## src/rtl/oanav_pkg.sv

```systemverilog
`timescale 1ns / 1ps
// ----------------------------------------------------------------------------
// oanav_pkg
// Shared types, widths and constants for the obstacle-avoiding navigation core.
// ----------------------------------------------------------------------------
package oanav_pkg;

    // Field widths of the stream payload.
    localparam int RANGE_BITS = 10;
    localparam int TIME_BITS  = 32;
    localparam int DRIVE_W    = 9;
    localparam int MODE_W     = 3;

    // Configuration register widths.
    localparam int DIST_W     = 10;
    localparam int SPEED_W    = 8;
    localparam int DUR_W      = 16;
    localparam int LIMIT_W    = 4;
    localparam int CFG_ADDR_W = 3;
    localparam int CFG_DATA_W = 16;

    // Packed stream widths, rounded up to whole bytes.
    localparam int IN_W        = 2 * RANGE_BITS + TIME_BITS;
    localparam int IN_TDATA_W  = ((IN_W + 7) / 8) * 8;
    localparam int OUT_W       = 2 * DRIVE_W + MODE_W;
    localparam int OUT_TDATA_W = ((OUT_W + 7) / 8) * 8;

    // Common width for comparing a range reading against a distance register.
    localparam int CMP_W = (RANGE_BITS > DIST_W) ? RANGE_BITS : DIST_W;

    // The approach-speed quotient is below cruise_speed, so it has SPEED_W bits.
    localparam int DIV_STEPS = SPEED_W;
    localparam int DIV_CNT_W = $clog2(DIV_STEPS);

    // floor(x / 5) == (x * 205) >> 10 for every x below 1024.
    localparam int RECIP5       = 205;
    localparam int RECIP5_SHIFT = 10;

    localparam int HIT_MAX        = 15;
    localparam int STUCK_RETRY_MS = 1000;

    // Configuration register indexes.
    localparam logic [CFG_ADDR_W-1:0] REG_OBST_DIST  = 3'd0;
    localparam logic [CFG_ADDR_W-1:0] REG_SAFE_DIST  = 3'd1;
    localparam logic [CFG_ADDR_W-1:0] REG_CRUISE     = 3'd2;
    localparam logic [CFG_ADDR_W-1:0] REG_SPIN       = 3'd3;
    localparam logic [CFG_ADDR_W-1:0] REG_TURN_TIME  = 3'd4;
    localparam logic [CFG_ADDR_W-1:0] REG_REV_TIME   = 3'd5;
    localparam logic [CFG_ADDR_W-1:0] REG_STUCK_LIM  = 3'd6;

    typedef enum logic [MODE_W-1:0] {
        MODE_IDLE  = 3'd0,
        MODE_FWD   = 3'd1,
        MODE_OBST  = 3'd2,
        MODE_LEFT  = 3'd3,
        MODE_RIGHT = 3'd4,
        MODE_BACK  = 3'd5,
        MODE_STUCK = 3'd6
    } nav_mode_t;

    // Commands from the controller to the datapath.
    typedef struct packed {
        logic capture;
        logic div_load;
        logic div_step;
        logic commit;
    } dp_cmd_t;

    // Status from the datapath to the controller.
    typedef struct packed {
        logic need_div;
    } dp_sts_t;

endpackage

```

## src/rtl/oanav_ctrl.sv

```systemverilog
`timescale 1ns / 1ps
// ----------------------------------------------------------------------------
// oanav_ctrl
// Sequencer for one navigation step: capture, evaluate, divide, commit.
// ----------------------------------------------------------------------------
module oanav_ctrl
(
    input  logic              clk,
    input  logic              rst_n,
    input  logic              s_tvalid,
    output logic              s_tready,
    output logic              m_tvalid,
    input  logic              m_tready,
    output oanav_pkg::dp_cmd_t cmd,
    input  oanav_pkg::dp_sts_t sts
);
    import oanav_pkg::*;

    typedef enum logic [1:0] {
        ST_WAIT,
        ST_EVAL,
        ST_DIV,
        ST_COMMIT
    } ctrl_state_t;

    localparam logic [DIV_CNT_W-1:0] CNT_LAST = DIV_CNT_W'(DIV_STEPS - 1);

    ctrl_state_t          state_reg, state_next;
    logic [DIV_CNT_W-1:0] cnt_reg, cnt_next;
    logic                 out_valid_reg, out_valid_next;
    logic                 out_free;

    // The result registers may be reloaded when empty or being emptied now.
    assign out_free = !out_valid_reg || m_tready;
    assign s_tready = (state_reg == ST_WAIT);
    assign m_tvalid = out_valid_reg;

    always_comb
    begin
        state_next     = state_reg;
        cnt_next       = cnt_reg;
        out_valid_next = out_valid_reg && !m_tready;
        cmd            = '0;
        unique case (state_reg)
            ST_WAIT:
            begin
                if (s_tvalid)
                begin
                    cmd.capture = 1'b1;
                    state_next  = ST_EVAL;
                end
            end
            ST_EVAL:
            begin
                if (sts.need_div)
                begin
                    cmd.div_load = 1'b1;
                    cnt_next     = '0;
                    state_next   = ST_DIV;
                end
                else
                begin
                    state_next = ST_COMMIT;
                end
            end
            ST_DIV:
            begin
                cmd.div_step = 1'b1;
                cnt_next     = cnt_reg + 1'b1;
                if (cnt_reg == CNT_LAST)
                begin
                    state_next = ST_COMMIT;
                end
            end
            ST_COMMIT:
            begin
                if (out_free)
                begin
                    cmd.commit     = 1'b1;
                    out_valid_next = 1'b1;
                    state_next     = ST_WAIT;
                end
            end
            default:
            begin
                state_next = ST_WAIT;
            end
        endcase
    end

    always_ff @(posedge clk or negedge rst_n)
    begin
        if (!rst_n)
        begin
            state_reg     <= ST_WAIT;
            cnt_reg       <= '0;
            out_valid_reg <= 1'b0;
        end
        else
        begin
            state_reg     <= state_next;
            cnt_reg       <= cnt_next;
            out_valid_reg <= out_valid_next;
        end
    end

endmodule

```

## src/rtl/oanav_dp.sv

```systemverilog
`timescale 1ns / 1ps
// ----------------------------------------------------------------------------
// oanav_dp
// Navigation datapath: configuration, step state, approach-speed divider.
// ----------------------------------------------------------------------------
module oanav_dp
(
    input  logic                                    clk,
    input  logic                                    rst_n,
    input  logic                                    cfg_we,
    input  logic [oanav_pkg::CFG_ADDR_W-1:0]        cfg_addr,
    input  logic [oanav_pkg::CFG_DATA_W-1:0]        cfg_wdata,
    input  logic [oanav_pkg::IN_TDATA_W-1:0]        in_data,
    output logic [oanav_pkg::OUT_TDATA_W-1:0]       out_data,
    input  oanav_pkg::dp_cmd_t                      cmd,
    output oanav_pkg::dp_sts_t                      sts
);
    import oanav_pkg::*;

    localparam int PROD_W = SPEED_W + RANGE_BITS;
    localparam int FL_W   = CMP_W + 3;
    localparam int R5_W   = SPEED_W + 1 + RECIP5_SHIFT;

    // Configuration registers.
    logic [DIST_W-1:0]  obst_dist_reg, safe_dist_reg;
    logic [SPEED_W-1:0] cruise_reg, spin_reg;
    logic [DUR_W-1:0]   turn_time_reg, rev_time_reg;
    logic [LIMIT_W-1:0] stuck_lim_reg;

    // Captured input item.
    logic [RANGE_BITS-1:0] front_reg, rear_reg;
    logic [TIME_BITS-1:0]  now_reg;

    // Navigation state; the mode and last speeds also form the result.
    nav_mode_t                  mode_reg, mode_next;
    logic [TIME_BITS-1:0]       start_reg, start_next;
    logic                       trn_reg, trn_next;
    logic [LIMIT_W-1:0]         hit_reg, hit_next;
    logic signed [DRIVE_W-1:0]  left_reg, left_next, right_reg, right_next;

    // Restoring divider.
    logic [DIST_W-1:0]  rem_reg;
    logic [SPEED_W-1:0] lo_reg, quo_reg;
    logic [PROD_W-1:0]  product;
    logic [DIST_W:0]    trial;
    logic               trial_ge;

    logic [CMP_W-1:0]           front_c, rear_c, obst_c, safe_c;
    logic                       f_obst, f_close, r_clear, use_floor;
    logic [TIME_BITS-1:0]       elapsed;
    logic                       turn_done, rev_done, stuck_done;
    logic [LIMIT_W-1:0]         hit_inc;
    logic [R5_W-1:0]            floor_prod;
    logic [SPEED_W-1:0]         approach;
    logic signed [DRIVE_W-1:0]  cruise_s, spin_s, back_s, approach_s;
    nav_mode_t                  target;

    assign front_c = CMP_W'(front_reg);
    assign rear_c  = CMP_W'(rear_reg);
    assign obst_c  = CMP_W'(obst_dist_reg);
    assign safe_c  = CMP_W'(safe_dist_reg);

    assign f_obst  = (front_c != '0) && (front_c < obst_c);
    assign f_close = (front_c != '0) && (front_c < safe_c);
    assign r_clear = (rear_c == '0) || (rear_c > obst_c);
    // Factor floor of 0.4: 5 * front < 2 * safe.
    assign use_floor = ((FL_W'(front_c) << 2) + FL_W'(front_c)) < (FL_W'(safe_c) << 1);

    assign sts.need_div = (mode_reg == MODE_FWD) && !f_obst && f_close && !use_floor;

    assign elapsed    = now_reg - start_reg;
    assign turn_done  = elapsed >= TIME_BITS'(turn_time_reg);
    assign rev_done   = elapsed >= TIME_BITS'(rev_time_reg);
    assign stuck_done = elapsed >= TIME_BITS'(STUCK_RETRY_MS);

    assign hit_inc = (hit_reg == LIMIT_W'(HIT_MAX)) ? hit_reg : hit_reg + 1'b1;

    assign floor_prod = R5_W'({cruise_reg, 1'b0}) * R5_W'(RECIP5);
    assign approach   = use_floor ? SPEED_W'(floor_prod >> RECIP5_SHIFT) : quo_reg;

    assign cruise_s   = $signed({1'b0, cruise_reg});
    assign spin_s     = $signed({1'b0, spin_reg});
    assign back_s     = -$signed({2'b00, cruise_reg[SPEED_W-1:1]});
    assign approach_s = $signed({1'b0, approach});

    assign product  = PROD_W'(cruise_reg) * PROD_W'(front_reg);
    assign trial    = {rem_reg, lo_reg[SPEED_W-1]};
    assign trial_ge = trial >= (DIST_W+1)'(safe_dist_reg);

    // Direction chosen from the alternation flag before it toggles.
    assign target = trn_reg ? MODE_LEFT : MODE_RIGHT;

    always_comb
    begin
        mode_next  = mode_reg;
        trn_next   = trn_reg;
        hit_next   = hit_reg;
        left_next  = left_reg;
        right_next = right_reg;
        unique case (mode_reg)
            MODE_IDLE:
            begin
                left_next  = '0;
                right_next = '0;
                mode_next  = MODE_FWD;
            end
            MODE_FWD:
            begin
                if (f_obst)
                begin
                    hit_next  = hit_inc;
                    mode_next = (hit_inc >= stuck_lim_reg) ? MODE_BACK : MODE_OBST;
                end
                else if (f_close)
                begin
                    left_next  = approach_s;
                    right_next = approach_s;
                end
                else
                begin
                    left_next  = cruise_s;
                    right_next = cruise_s;
                    hit_next   = '0;
                end
            end
            MODE_OBST:
            begin
                left_next  = '0;
                right_next = '0;
                trn_next   = !trn_reg;
                mode_next  = target;
            end
            MODE_LEFT:
            begin
                left_next  = -spin_s;
                right_next = spin_s;
                if (turn_done)
                begin
                    mode_next = MODE_FWD;
                end
            end
            MODE_RIGHT:
            begin
                left_next  = spin_s;
                right_next = -spin_s;
                if (turn_done)
                begin
                    mode_next = MODE_FWD;
                end
            end
            MODE_BACK:
            begin
                if (r_clear)
                begin
                    left_next  = back_s;
                    right_next = back_s;
                    if (rev_done)
                    begin
                        hit_next  = '0;
                        trn_next  = !trn_reg;
                        mode_next = target;
                    end
                end
                else
                begin
                    mode_next = MODE_STUCK;
                end
            end
            MODE_STUCK:
            begin
                left_next  = '0;
                right_next = '0;
                if (stuck_done)
                begin
                    hit_next  = '0;
                    mode_next = MODE_FWD;
                end
            end
            default:
            begin
                mode_next = MODE_IDLE;
            end
        endcase
        // The maneuver timer restarts only when the mode actually changes.
        start_next = (mode_next != mode_reg) ? now_reg : start_reg;
    end

    always_ff @(posedge clk or negedge rst_n)
    begin
        if (!rst_n)
        begin
            obst_dist_reg <= DIST_W'(20);
            safe_dist_reg <= DIST_W'(40);
            cruise_reg    <= SPEED_W'(200);
            spin_reg      <= SPEED_W'(150);
            turn_time_reg <= DUR_W'(400);
            rev_time_reg  <= DUR_W'(300);
            stuck_lim_reg <= LIMIT_W'(3);
            mode_reg      <= MODE_IDLE;
            start_reg     <= '0;
            trn_reg       <= 1'b1;
            hit_reg       <= '0;
            left_reg      <= '0;
            right_reg     <= '0;
        end
        else
        begin
            if (cfg_we)
            begin
                unique case (cfg_addr)
                    REG_OBST_DIST: obst_dist_reg <= cfg_wdata[DIST_W-1:0];
                    REG_SAFE_DIST: safe_dist_reg <= cfg_wdata[DIST_W-1:0];
                    REG_CRUISE:    cruise_reg    <= cfg_wdata[SPEED_W-1:0];
                    REG_SPIN:      spin_reg      <= cfg_wdata[SPEED_W-1:0];
                    REG_TURN_TIME: turn_time_reg <= cfg_wdata[DUR_W-1:0];
                    REG_REV_TIME:  rev_time_reg  <= cfg_wdata[DUR_W-1:0];
                    REG_STUCK_LIM: stuck_lim_reg <= cfg_wdata[LIMIT_W-1:0];
                    default:
                    begin
                    end
                endcase
            end
            if (cmd.commit)
            begin
                mode_reg  <= mode_next;
                start_reg <= start_next;
                trn_reg   <= trn_next;
                hit_reg   <= hit_next;
                left_reg  <= left_next;
                right_reg <= right_next;
            end
        end
    end

    // Payload registers: input capture and divider.
    always_ff @(posedge clk)
    begin
        if (cmd.capture)
        begin
            front_reg <= in_data[RANGE_BITS-1:0];
            rear_reg  <= in_data[2*RANGE_BITS-1:RANGE_BITS];
            now_reg   <= in_data[IN_W-1:2*RANGE_BITS];
        end
        if (cmd.div_load)
        begin
            // front < safe, so the high part of the product is below safe.
            rem_reg <= DIST_W'(product[PROD_W-1:SPEED_W]);
            lo_reg  <= product[SPEED_W-1:0];
            quo_reg <= '0;
        end
        else if (cmd.div_step)
        begin
            rem_reg <= trial_ge ? DIST_W'(trial - (DIST_W+1)'(safe_dist_reg))
                                : DIST_W'(trial);
            lo_reg  <= {lo_reg[SPEED_W-2:0], 1'b0};
            quo_reg <= {quo_reg[SPEED_W-2:0], trial_ge};
        end
    end

    assign out_data = OUT_TDATA_W'({mode_reg, right_reg, left_reg});

endmodule

```

## src/rtl/obstacle_avoid_nav_fsm_core.sv

```systemverilog
`timescale 1ns / 1ps
// ----------------------------------------------------------------------------
// obstacle_avoid_nav_fsm_core
// Obstacle-avoiding rover navigation: range readings in, motor speeds out.
// ----------------------------------------------------------------------------
//
// Channel   Direction  Contents (lowest bits first)
// s_*       in         front_range, rear_range, now_ms
// m_*       out        left_drive, right_drive, mode
// cfg_*     in         register index and write data, no read-back
//
// An item that needs no divide is captured from the transfer, evaluated
// and committed, in that order. In forward mode with the
// front reading between the 0.4 floor and safe_distance, an 8-step
// restoring divider computes cruise*front/safe, one quotient bit per cycle,
// between evaluation and commit. The next transfer is taken as soon as the
// previous step commits, even while its result is still waiting on m_tready;
// the commit of the following step then holds until that result is taken.
// Reset loads the register defaults and puts the rover in idle mode.
// The navigation registers themselves hold the offered result.
module obstacle_avoid_nav_fsm_core
(
    input  logic                                clk,
    input  logic                                rst_n,
    input  logic                                s_tvalid,
    output logic                                s_tready,
    // front_range[9:0], rear_range[19:10], now_ms[51:20], zero fill
    input  logic [oanav_pkg::IN_TDATA_W-1:0]    s_tdata,
    output logic                                m_tvalid,
    input  logic                                m_tready,
    // left_drive[8:0], right_drive[17:9], mode[20:18], zero fill
    output logic [oanav_pkg::OUT_TDATA_W-1:0]   m_tdata,
    input  logic                                cfg_we,
    input  logic [oanav_pkg::CFG_ADDR_W-1:0]    cfg_addr,
    input  logic [oanav_pkg::CFG_DATA_W-1:0]    cfg_wdata
);
    import oanav_pkg::*;

    dp_cmd_t cmd;
    dp_sts_t sts;

    // The controller sequences each step and owns both handshakes.
    oanav_ctrl u_ctrl
    (
        .clk      (clk),
        .rst_n    (rst_n),
        .s_tvalid (s_tvalid),
        .s_tready (s_tready),
        .m_tvalid (m_tvalid),
        .m_tready (m_tready),
        .cmd      (cmd),
        .sts      (sts)
    );

    // The datapath holds configuration, navigation state and the divider.
    oanav_dp u_dp
    (
        .clk       (clk),
        .rst_n     (rst_n),
        .cfg_we    (cfg_we),
        .cfg_addr  (cfg_addr),
        .cfg_wdata (cfg_wdata),
        .in_data   (s_tdata),
        .out_data  (m_tdata),
        .cmd       (cmd),
        .sts       (sts)
    );

endmodule
```

## config.mk

```make
export PLATFORM = sky130hd
export DESIGN_NAME = obstacle_avoid_nav_fsm_core
export DESIGN_NICKNAME = d
export VERILOG_FILES = /design/src/rtl/oanav_pkg.sv /design/src/rtl/oanav_ctrl.sv /design/src/rtl/oanav_dp.sv /design/src/rtl/obstacle_avoid_nav_fsm_core.sv
export SDC_FILE = /design/constraint.sdc
export NUM_CORES = 1
export LEC_CHECK = 0
export BUFFER_PORTS_ARGS = -buffer_cell sky130_fd_sc_hd__buf_2
export CAP_MARGIN = 20
export CORE_MARGIN = 2
export CORE_UTILIZATION = 50
export DETAILED_ROUTE_END_ITERATION = 16
export PLACE_DENSITY = 0.78
export SLEW_MARGIN = 25
export SYNTH_ARGS = -nofsm -noshare
export SYNTH_HDL_FRONTEND = slang
export SYNTH_SLANG_ARGS = --single-unit
```

## constraint.sdc

```tcl
create_clock -name clk -period 7.1 [get_ports clk]
set_clock_uncertainty 0.05 [all_clocks]
set_input_delay 1.42 -clock clk [delete_from_list [all_inputs] [get_ports clk]]
set_output_delay 1.42 -clock clk [all_outputs]
set_load 0.05 [all_outputs]
```

# Yosys cells after proc, flatten, opt, wreduce, memory -nomap -nowiden
# Cells that the tools add are included.
# op_classes
n_reduce_logical,38
shift,0
n_mux,45
n_mul,2
n_lt_le_gt_ge,9
n_eq_ne,27
addsub,7
bitwise_logic,0
div,0
# op_table
operator,n
one-hot mux 9 bit (5 select lines),2
greater-or-equal comparator 32 x 16 -> 1 bit,2
greater-or-equal comparator 32 x 10 -> 1 bit (second input constant),1
two-way mux 8 bit,4
subtractor 32 bit,1
two-way mux 10 bit,3
two-way mux 3 bit,8
two-way mux 4 bit,6
== test 3 bit (second input constant),7
less-than comparator 10 bit,2
multiplier 8 x 10 -> 18 bit,1
two-way mux 9 bit,2
one-hot mux 3 bit (6 select lines),1
AND reduction 2 bit,9
multiplier 8 x 8 -> 16 bit (second input constant),1
adder 12 x 10 -> 13 bit,1
less-than comparator 13 x 11 -> 1 bit,1
== test 3 x 2 -> 1 bit (second input constant),4
two-way mux 1 bit,12
one-hot mux 4 bit (3 select lines),1
greater-or-equal comparator 11 x 10 -> 1 bit,1
> comparator 10 bit,1
zero test 10 bit,1
!= test 2 x 1 -> 1 bit (second input constant),5
other kinds (31),51
# totals
reg_bits,214
ramBits,0
wordCells,150
latch_bits,0
out_inout_bits,26
in_bits,80
n_memories,0
romBits,0

# Longest topological paths before layout
# Gate-level depths: netlist of run 1.
# depth
ltp_word,9
mapped_depth,23
depth_no_buf,22

# By module
# From an unflattened synthesis of run 1, not the netlist that was laid out.
# hier_totals
cells_unflattened,2029
hier_area_um2,18474.0
# by_module_without_submodules
mod,seq_area_each_um2,cells_per_inst,area_each_um2,n_inst
oanav_dp,5516.5,1995,18071.1,1
oanav_ctrl,150.1,34,402.9,1

# Worst setup path before layout of run 1
# OpenSTA, ideal clock, no wires.
# synth_path
path_kind,register to register
from,register u_dp.cruise_reg[7]
to,"register u_dp.rem_reg[9], data pin"
synth_period_minus_slack_ns,5.188
setup_time_ns,0.262
n_path_buf,1
arrival_time_ns,4.876
slack_ns,1.912
stages_incl_launch_ff,18
t_required_ns,6.788
cell_sequence,dfstp_2 clkbuf_1 nand2_1 fa_1 fa_1 inv_1 fa_1 fa_1 ha_1 a21boi_0 o21ai_0 nand2b_1 a21o_1 a41o_1 o41ai_1 o21ai_0 xnor2_1 mux2i_1
# synth_between
elab_chain_cells,2
# synth_rtl
item,line,rtl
start: declaration,oanav_dp.sv:26,"logic [SPEED_W-1:0] cruise_reg, spin_reg;"
start signal: assignment,oanav_dp.sv:213,REG_CRUISE: cruise_reg <= cfg_wdata[SPEED_W-1:0];
multiplier 8 x 10 -> 18 bit,oanav_dp.sv:86,assign product = PROD_W'(cruise_reg) * PROD_W'(front_reg);
two-way mux 10 bit,oanav_dp.sv:244,if (cmd.div_load)
end signal: assignment,oanav_dp.sv:247,rem_reg <= DIST_W'(product[PROD_W-1:SPEED_W]);
end signal: assignment,oanav_dp.sv:253,rem_reg <= trial_ge ? DIST_W'(trial - (DIST_W+1)'(safe_dist_reg))
end: declaration,oanav_dp.sv:42,logic [DIST_W-1:0] rem_reg;
# Every way passes these cells.
# A chain may end at the register's enable or synchronous reset.

# Worst setup path in the final report of run 1
# layout_path
from,register u_dp.now_reg[0]
to,register u_dp.start_reg[22]
# layout_between
elab_chain_cells,7
elab_cells_between_ends,11
classes_between,1 x add/sub; 3 x order compare; 1 x eq/ne; 5 x mux; 1 x reduce/logical
# layout_rtl
item,line,rtl
start: declaration,oanav_dp.sv:32,logic [TIME_BITS-1:0] now_reg;
start signal: assignment,oanav_dp.sv:242,now_reg <= in_data[IN_W-1:2*RANGE_BITS];
subtractor 32 bit *,oanav_dp.sv:71,assign elapsed = now_reg - start_reg;
greater-or-equal comparator 32 x 16 -> 1 bit,oanav_dp.sv:73,assign rev_done = elapsed >= TIME_BITS'(rev_time_reg);
two-way mux 3 bit,oanav_dp.sv:157,if (rev_done)
two-way mux 3 bit,oanav_dp.sv:153,if (r_clear)
one-hot mux 3 bit (6 select lines) *,oanav_dp.sv:100,unique case (mode_reg)
!= test 3 bit *,oanav_dp.sv:185,start_next = (mode_next != mode_reg) ? now_reg : start_reg;
AND reduction 2 bit (no line) *,--,
end signal: assignment,oanav_dp.sv:226,start_reg <= start_next;
end: declaration,oanav_dp.sv:36,"logic [TIME_BITS-1:0] start_reg, start_next;"
# Every way passes the cells marked *; elsewhere a longest branch is shown, timed or not.

==> results of run 1 <==
[critical path: cells and delay by family, from the launching register on]
family          cells  cell delay (ns)
compound gates      9             2.52
buf+inv             3             0.54
xor+xnor            1             0.32
mux                 1             0.38
fa+ha+maj           3             0.87
flops               1             0.38
simple gates        3             0.72
[layout make-up]
| type | count | share of cell area, % |
|---|---|---|
| diodes | 1 | 0.0130 |
| clock buffers | 32 | 3.44 |
| clock inverters | 14 | 0.846 |
| inverters | 218 | 4.26 |
| multi-input cells | 1343 | 55.9 |
| flip-flops and latches | 213 | 29.5 |
| well taps | 455 | 2.96 |
| repair buffers | 111 | 3.09 |
[metal layers]
metal / GRT usage [%] / up-vias / part of all wire (%)
li1: - / 6624 / -
met1: 28.2 / 6582 / 41
met2: 40.7 / 398 / 49
met3: 3.43 / 92 / 5.9
met4: 9.26 / 2 / 3.4
met5: 0 / - / 0.034
[final timing paths]
| kind | end | cells after the start | startpoint | slack (ns) |
|---|---|---|---|---|
| max | u_dp.start_reg[22] | 20 | u_dp.now_reg[0] | 1.16 |
| min | u_dp.start_reg[15] | 1 | u_dp.start_reg[15] | 0.44 |
| max reg2reg | u_dp.start_reg[22] | 20 | u_dp.now_reg[0] | 1.16 |
| min reg2reg | u_dp.start_reg[15] | 1 | u_dp.start_reg[15] | 0.44 |
| max in group asynchronous | u_dp.safe_c[2] | 2 | rst_n | 4.85 |
| min in group asynchronous | u_dp.start_reg[18] | 1 | rst_n | 0.83 |
[cell usage after synthesis (15+ instances only)]
cell,instances
a211oi_1,16
a21o_1,29
a21oi_1,96
and2_1,47
clkbuf_1,53
dfrtp_1,114
dfstp_2,21
edfxtp_1,70
fa_1,62
ha_1,217
inv_1,218
mux2_1,30
mux2_2,50
mux2i_1,36
nand2_1,171
nand2b_1,18
nand3_1,31
nand4_1,16
nor2_1,95
nor3_1,33
o21a_1,15
o21ai_0,107
xnor2_1,37
xor2_1,18
[cell families after synthesis]
group           after synthesis
flops                       213
simple gates                492
fa+ha+maj                   279
xor+xnor                     55
buf+inv                     282
other cells                   1
mux                         116
compound gates              398
[power groups by stage]
stage	Sequential [mW]	Clock (mW)	Combinational, mW
6_report	2.07	1.30	6.86
5_1_grt	2.13	1.38	7.76
4_1_cts	2.07	1.33	6.85
3_5_place_dp	2.09	0	6.79
3_3_place_gp	2.07	0	6.53
2_1_floorplan	2.16	0	5.19
[through the flow]
step / worst slack [ns] / power (mW) / utilization, %
floorplan: 1.91 / 7.36 / -
global placement: 1.36 / 8.60 / 53.3
detailed placement: 1.20 / 8.88 / 53.3
CTS: 1.16 / 10.3 / 55.7
global route: 0.681 / 11.3 / 55.7
finish: 1.16 / 10.2 / 55.7
==> flow_summary.json, run 1 <==
{
  "status": "completed",
  "yosys_warnings": 0,
  "max_freq_mhz": 168,
  "critPathLaunchType": "flop",
  "grt_first_pass_wirelength_um": 67800,
  "ys_seq_area_share_pct": 32.4,
  "grt_max_degree": 70,
  "first_pass_iters": 5,
  "wl_um": 41200,
  "cts_buffer_depth": 3,
  "swShare_pct": 47.4,
  "clock_latency_ns": 0.55,
  "clockRootBuffer": "clkbuf_16",
  "viasPerCell": 5.74,
  "fin_hold_ws_ns": 0.436,
  "syn_area_um2": 17500,
  "coreArea_um2": 34500,
  "area_growth_pct": 9.86,
  "cts_resized": 0,
  "cpPeakStageDelay_ns": 0.44,
  "drive_above_1_share_pct": 12.6,
  "hpwl_um": 31900,
  "fillerInstances": 3036,
  "vias": 13700,
  "track_usage_pct": 23.0,
  "die_h_um": 191,
  "synth.area.top_cells": "dfrtp_1 (16%), ha_1 (16%), edfxtp_1 (12%)",
  "p_int_mw": 5.39,
  "place_area_um2": 18400,
  "grt_pass1_vias": 13800,
  "cts_tree": "done",
  "wire_per_inst_um": 17.3,
  "ys_ff_latch": 213,
  "synth_top_family_by_area": "adder cells",
  "setup_viol": 0,
  "netSwitchingPower_mw": 4.85,
  "cp_data_required_time_ns": 7.47,
  "synth_ff_type": "dfrtp_1",
  "p_clk_share_pct": 12.7,
  "comb_power_share_pct": 67.0,
  "netlist-cell-type-count": 85,
  "fin_setup_tns_ns": 0,
  "synth_edf_count": 70,
  "finalMaxSlewViolations": 0,
  "final_antenna_net_count": 0,
  "synthAdderAreaFrac_pct": 22.6,
  "endpoint_kind": "flop",
  "postSynth.asyncResetShare_pct": 63.4,
  "syn_area_per_cell_um2": 9.53,
  "synth_mux_area_share_pct": 7.21,
  "synth-xor-area-share_pct": 2.75,
  "final_cell_count_no_fill": 2387,
  "fin_crit_ns": 5.94,
  "multi_input_area_um2": 10800,
  "seqPwrFrac_pct": 20.3,
  "layout_common_cells": "inv_1 (218), ha_1 (217), nand2_1 (171)",
  "synth_simple_gate_area_share_pct": 13.7,
  "ff_latch_area_um2": 5670,
  "cts_sinks": 213,
  "placementRows": 68,
  "crit_chain": "inv_1, ha_1, inv_1, fa_1, a21o_1, a221oi_1, o21ai_1, xor2_1, ha_1, and4_1, a221o_1, o31ai_1, nand2_1, o211ai_1, a22oi_1, nor4_1, o21ai_0, o31ai_4, buf_4, mux2_1",
  "stdcell_area_um2": 19200,
  "ir_drop_mv": 0.324,
  "synth_top_area_share_pct": 16.3,
  "p_leak_nw": 8.92,
  "critical_path_class": "reg2reg",
  "antenna_found_initial": 2,
  "hold_class": "reg2reg",
  "tightestPinTransition_ns": 1.04,
  "ios": 106,
  "drt_iter0_markers": 828,
  "cp_max_fo": 32,
  "cts_made_buffers": 25,
  "die_area_um2": 36500,
  "die_w_um": 191,
  "period_share_pct": 83.7,
  "final_common_cell": "inv_1",
  "p_per_area_nw_per_um2": 533,
  "htree_levels": 1,
  "hold_buffers": 0,
  "dpl.cell_count": 2340,
  "hold_viol": 0,
  "grt-ovfl-total": 0,
  "slew_headroom_pct": 30.5,
  "start_util_pct": 50.7,
  "cts_setup_buffers": 0,
  "synth_compound_area_share_pct": 15.0,
  "max-cap-violations": 0,
  "synth_area_leader_cell": "dfrtp_1",
  "rsz0062_at_grt": "no",
  "syn_inst": 1836,
  "layout.nets": 2271,
  "arrival_ns": 6.31,
  "cpMaxStageDelayCell": "a221oi_1",
  "path_clk_slew_ns": 0.06,
  "port_buffers": 98,
  "place.gp.congestion": 0.931,
  "route.detailed.drc": 0
}
(Power assumes the default switching activity.)
==> inputs of run 2 (changes only) <==
Clock period 7.1 ns to 5.7 ns, I/O delays scaled along.
==> run 2 against run 1 <==
- clock power is 26% higher
- critical path type unchanged
- maximum frequency rose by 11%
- largest power group unchanged
- critical endpoint is now u_dp.start_reg[11]
- worst hold slack better by 0.0027 ns
- combinational power rose by 31%
==> flow_summary.json, run 2 (synthesis results as in run 1) <==
{
  "clock_latency_ns": 0.55,
  "netSwitchingPower_mw": 6.28,
  "grt_max_degree": 90,
  "cp_max_fo": 16,
  "p_clk_share_pct": 12.5,
  "place_area_um2": 18600,
  "antenna_found_initial": 1,
  "slew_headroom_pct": 32.0,
  "cts_tree": "done",
  "max-cap-violations": 0,
  "track_usage_pct": 23.9,
  "final_antenna_net_count": 0,
  "grt_first_pass_wirelength_um": 70200,
  "drive_above_1_share_pct": 14.0,
  "worst_slack_ns": 0.355,
  "crit_chain": "inv_1, ha_1, inv_1, fa_1, a21o_1, a221o_1, a21o_1, a21o_1, xnor2_2, inv_1, ha_1, and4_1, a221o_1, o31ai_2, nand2_1, o211ai_1, nor2_1, o41ai_1, a21oi_1, o31ai_4, buf_12, buf_12, mux2_1",
  "arrival_ns": 5.72,
  "clockRootBuffer": "clkbuf_16",
  "critical_path_class": "reg2reg",
  "crit_buf_inv": 5,
  "cpPeakStageDelay_ns": 0.40,
  "wl_um": 43400,
  "cts_made_buffers": 26,
  "utilization_pct": 56.6,
  "p_leak_nw": 9.10,
  "comb_power_share_pct": 68.1,
  "area_growth_pct": 11.6,
  "placementRows": 68,
  "endpoint_kind": "flop",
  "grt_pass1_vias": 14000,
  "p_int_mw": 6.87,
  "p_per_area_nw_per_um2": 673,
  "drt_iter0_markers": 983,
  "first_pass_iters": 5,
  "finalMaxSlewViolations": 0,
  "cts_buffer_depth": 3,
  "hold_buffers": 0,
  "die_h_um": 191,
  "ir_drop_mv": 0.450,
  "critPathLaunchType": "flop",
  "hpwl_um": 32800,
  "hold_viol": 0,
  "path_clk_slew_ns": 0.06,
  "fin_setup_tns_ns": 0,
  "max_freq_mhz": 187,
  "ios": 106,
  "setup_viol": 0,
  "swShare_pct": 47.8,
  "dp_slack_ns": 0.199,
  "cp_data_required_time_ns": 6.07,
  "final_common_cell": "inv_1",
  "cts_sinks": 213,
  "die_w_um": 191,
  "ff_latch_area_um2": 5670,
  "multi_input_area_um2": 10800,
  "viasPerCell": 5.79,
  "hold_class": "reg2reg",
  "start_util_pct": 50.7,
  "vias": 14000,
  "layout_common_cells": "inv_1 (218), ha_1 (217), nand2_1 (171)",
  "place.gp.congestion": 0.937,
  "status": "completed",
  "r2r_slack_ns": 0.36,
  "die_area_um2": 36500,
  "tightestPinTransition_ns": 1.02,
  "route.detailed.drc": 0,
  "worst_path_dominant_cell_family": "compound AO/OA/AOI/OAI gates",
  "fin_crit_ns": 5.34,
  "port_buffers": 98,
  "layout.nets": 2300,
  "fillerInstances": 3000,
  "period_share_pct": 93.8,
  "wire_per_inst_um": 17.9,
  "rsz0062_at_grt": "no",
  "cpMaxStageDelayCell": "fa_1",
  "stdcell_area_um2": 19500,
  "seqPwrFrac_pct": 19.4,
  "htree_levels": 1,
  "coreArea_um2": 34500,
  "p_total_mw": 13.1,
  "grt-ovfl-total": 0
}
[run 2: area by class of cell]
cell class	count	area share, %
Tap cell	455	2.91
Antenna cell	1	0.0128
Timing Repair Buffer	139	4.35
Sequential cell	213	29.0
Inverter	218	4.19
Clock inverter	15	0.704
Multi-Input combinational cell	1343	55.2
Clock buffer	32	3.61
[run 2: worst paths after layout]
kind                                    start                     to  depth (start not counted)
max                           u_dp.now_reg[0]     u_dp.start_reg[11]                         23
min                        u_dp.start_reg[28]     u_dp.start_reg[28]                          1
max reg2reg                   u_dp.now_reg[0]     u_dp.start_reg[11]                         23
min reg2reg                u_dp.start_reg[28]     u_dp.start_reg[28]                          1
max in group asynchronous               rst_n  u_dp.rev_time_reg[15]                          2
min in group asynchronous               rst_n     u_dp.start_reg[19]                          1
[run 2: per-layer routing]
layer  part of all wire, %  vias to the layer above  track usage [%]
met3                   5.3                       96             2.79
met5                     0                        -                0
met1                    42                     6782             30.6
met2                    49                      430             41.6
li1                      -                     6685                -
met4                   3.0                        0             8.43
[run 2: power groups by stage]
stage | sequential [mW] | combinational [mW] | clock, mW
after global routing | 2.61 | 10.1 | 1.73
after detailed placement | 2.56 | 8.70 | 0
after floorplan | 2.70 | 6.47 | 0
after CTS | 2.54 | 8.79 | 1.68
final | 2.55 | 8.96 | 1.64
after global placement | 2.54 | 8.39 | 0
[run 2: timing repair]
action,in CTS,in global routing
setup endpoints to repair,0,33
setup buffers,0,1
gates resized for setup,0,7
[run 2: through the flow]
| step | instances | hold slack (ns) |
|---|---|---|
| 3_5_place_dp | 2365 | 0.430 |
| 5_1_grt | 2416 | 0.447 |
| 6_report | 2416 | 0.438 |
| 2_1_floorplan | 1838 | 0.410 |
| 4_1_cts | 2412 | 0.442 |
| 3_3_place_gp | 2365 | 0.423 |
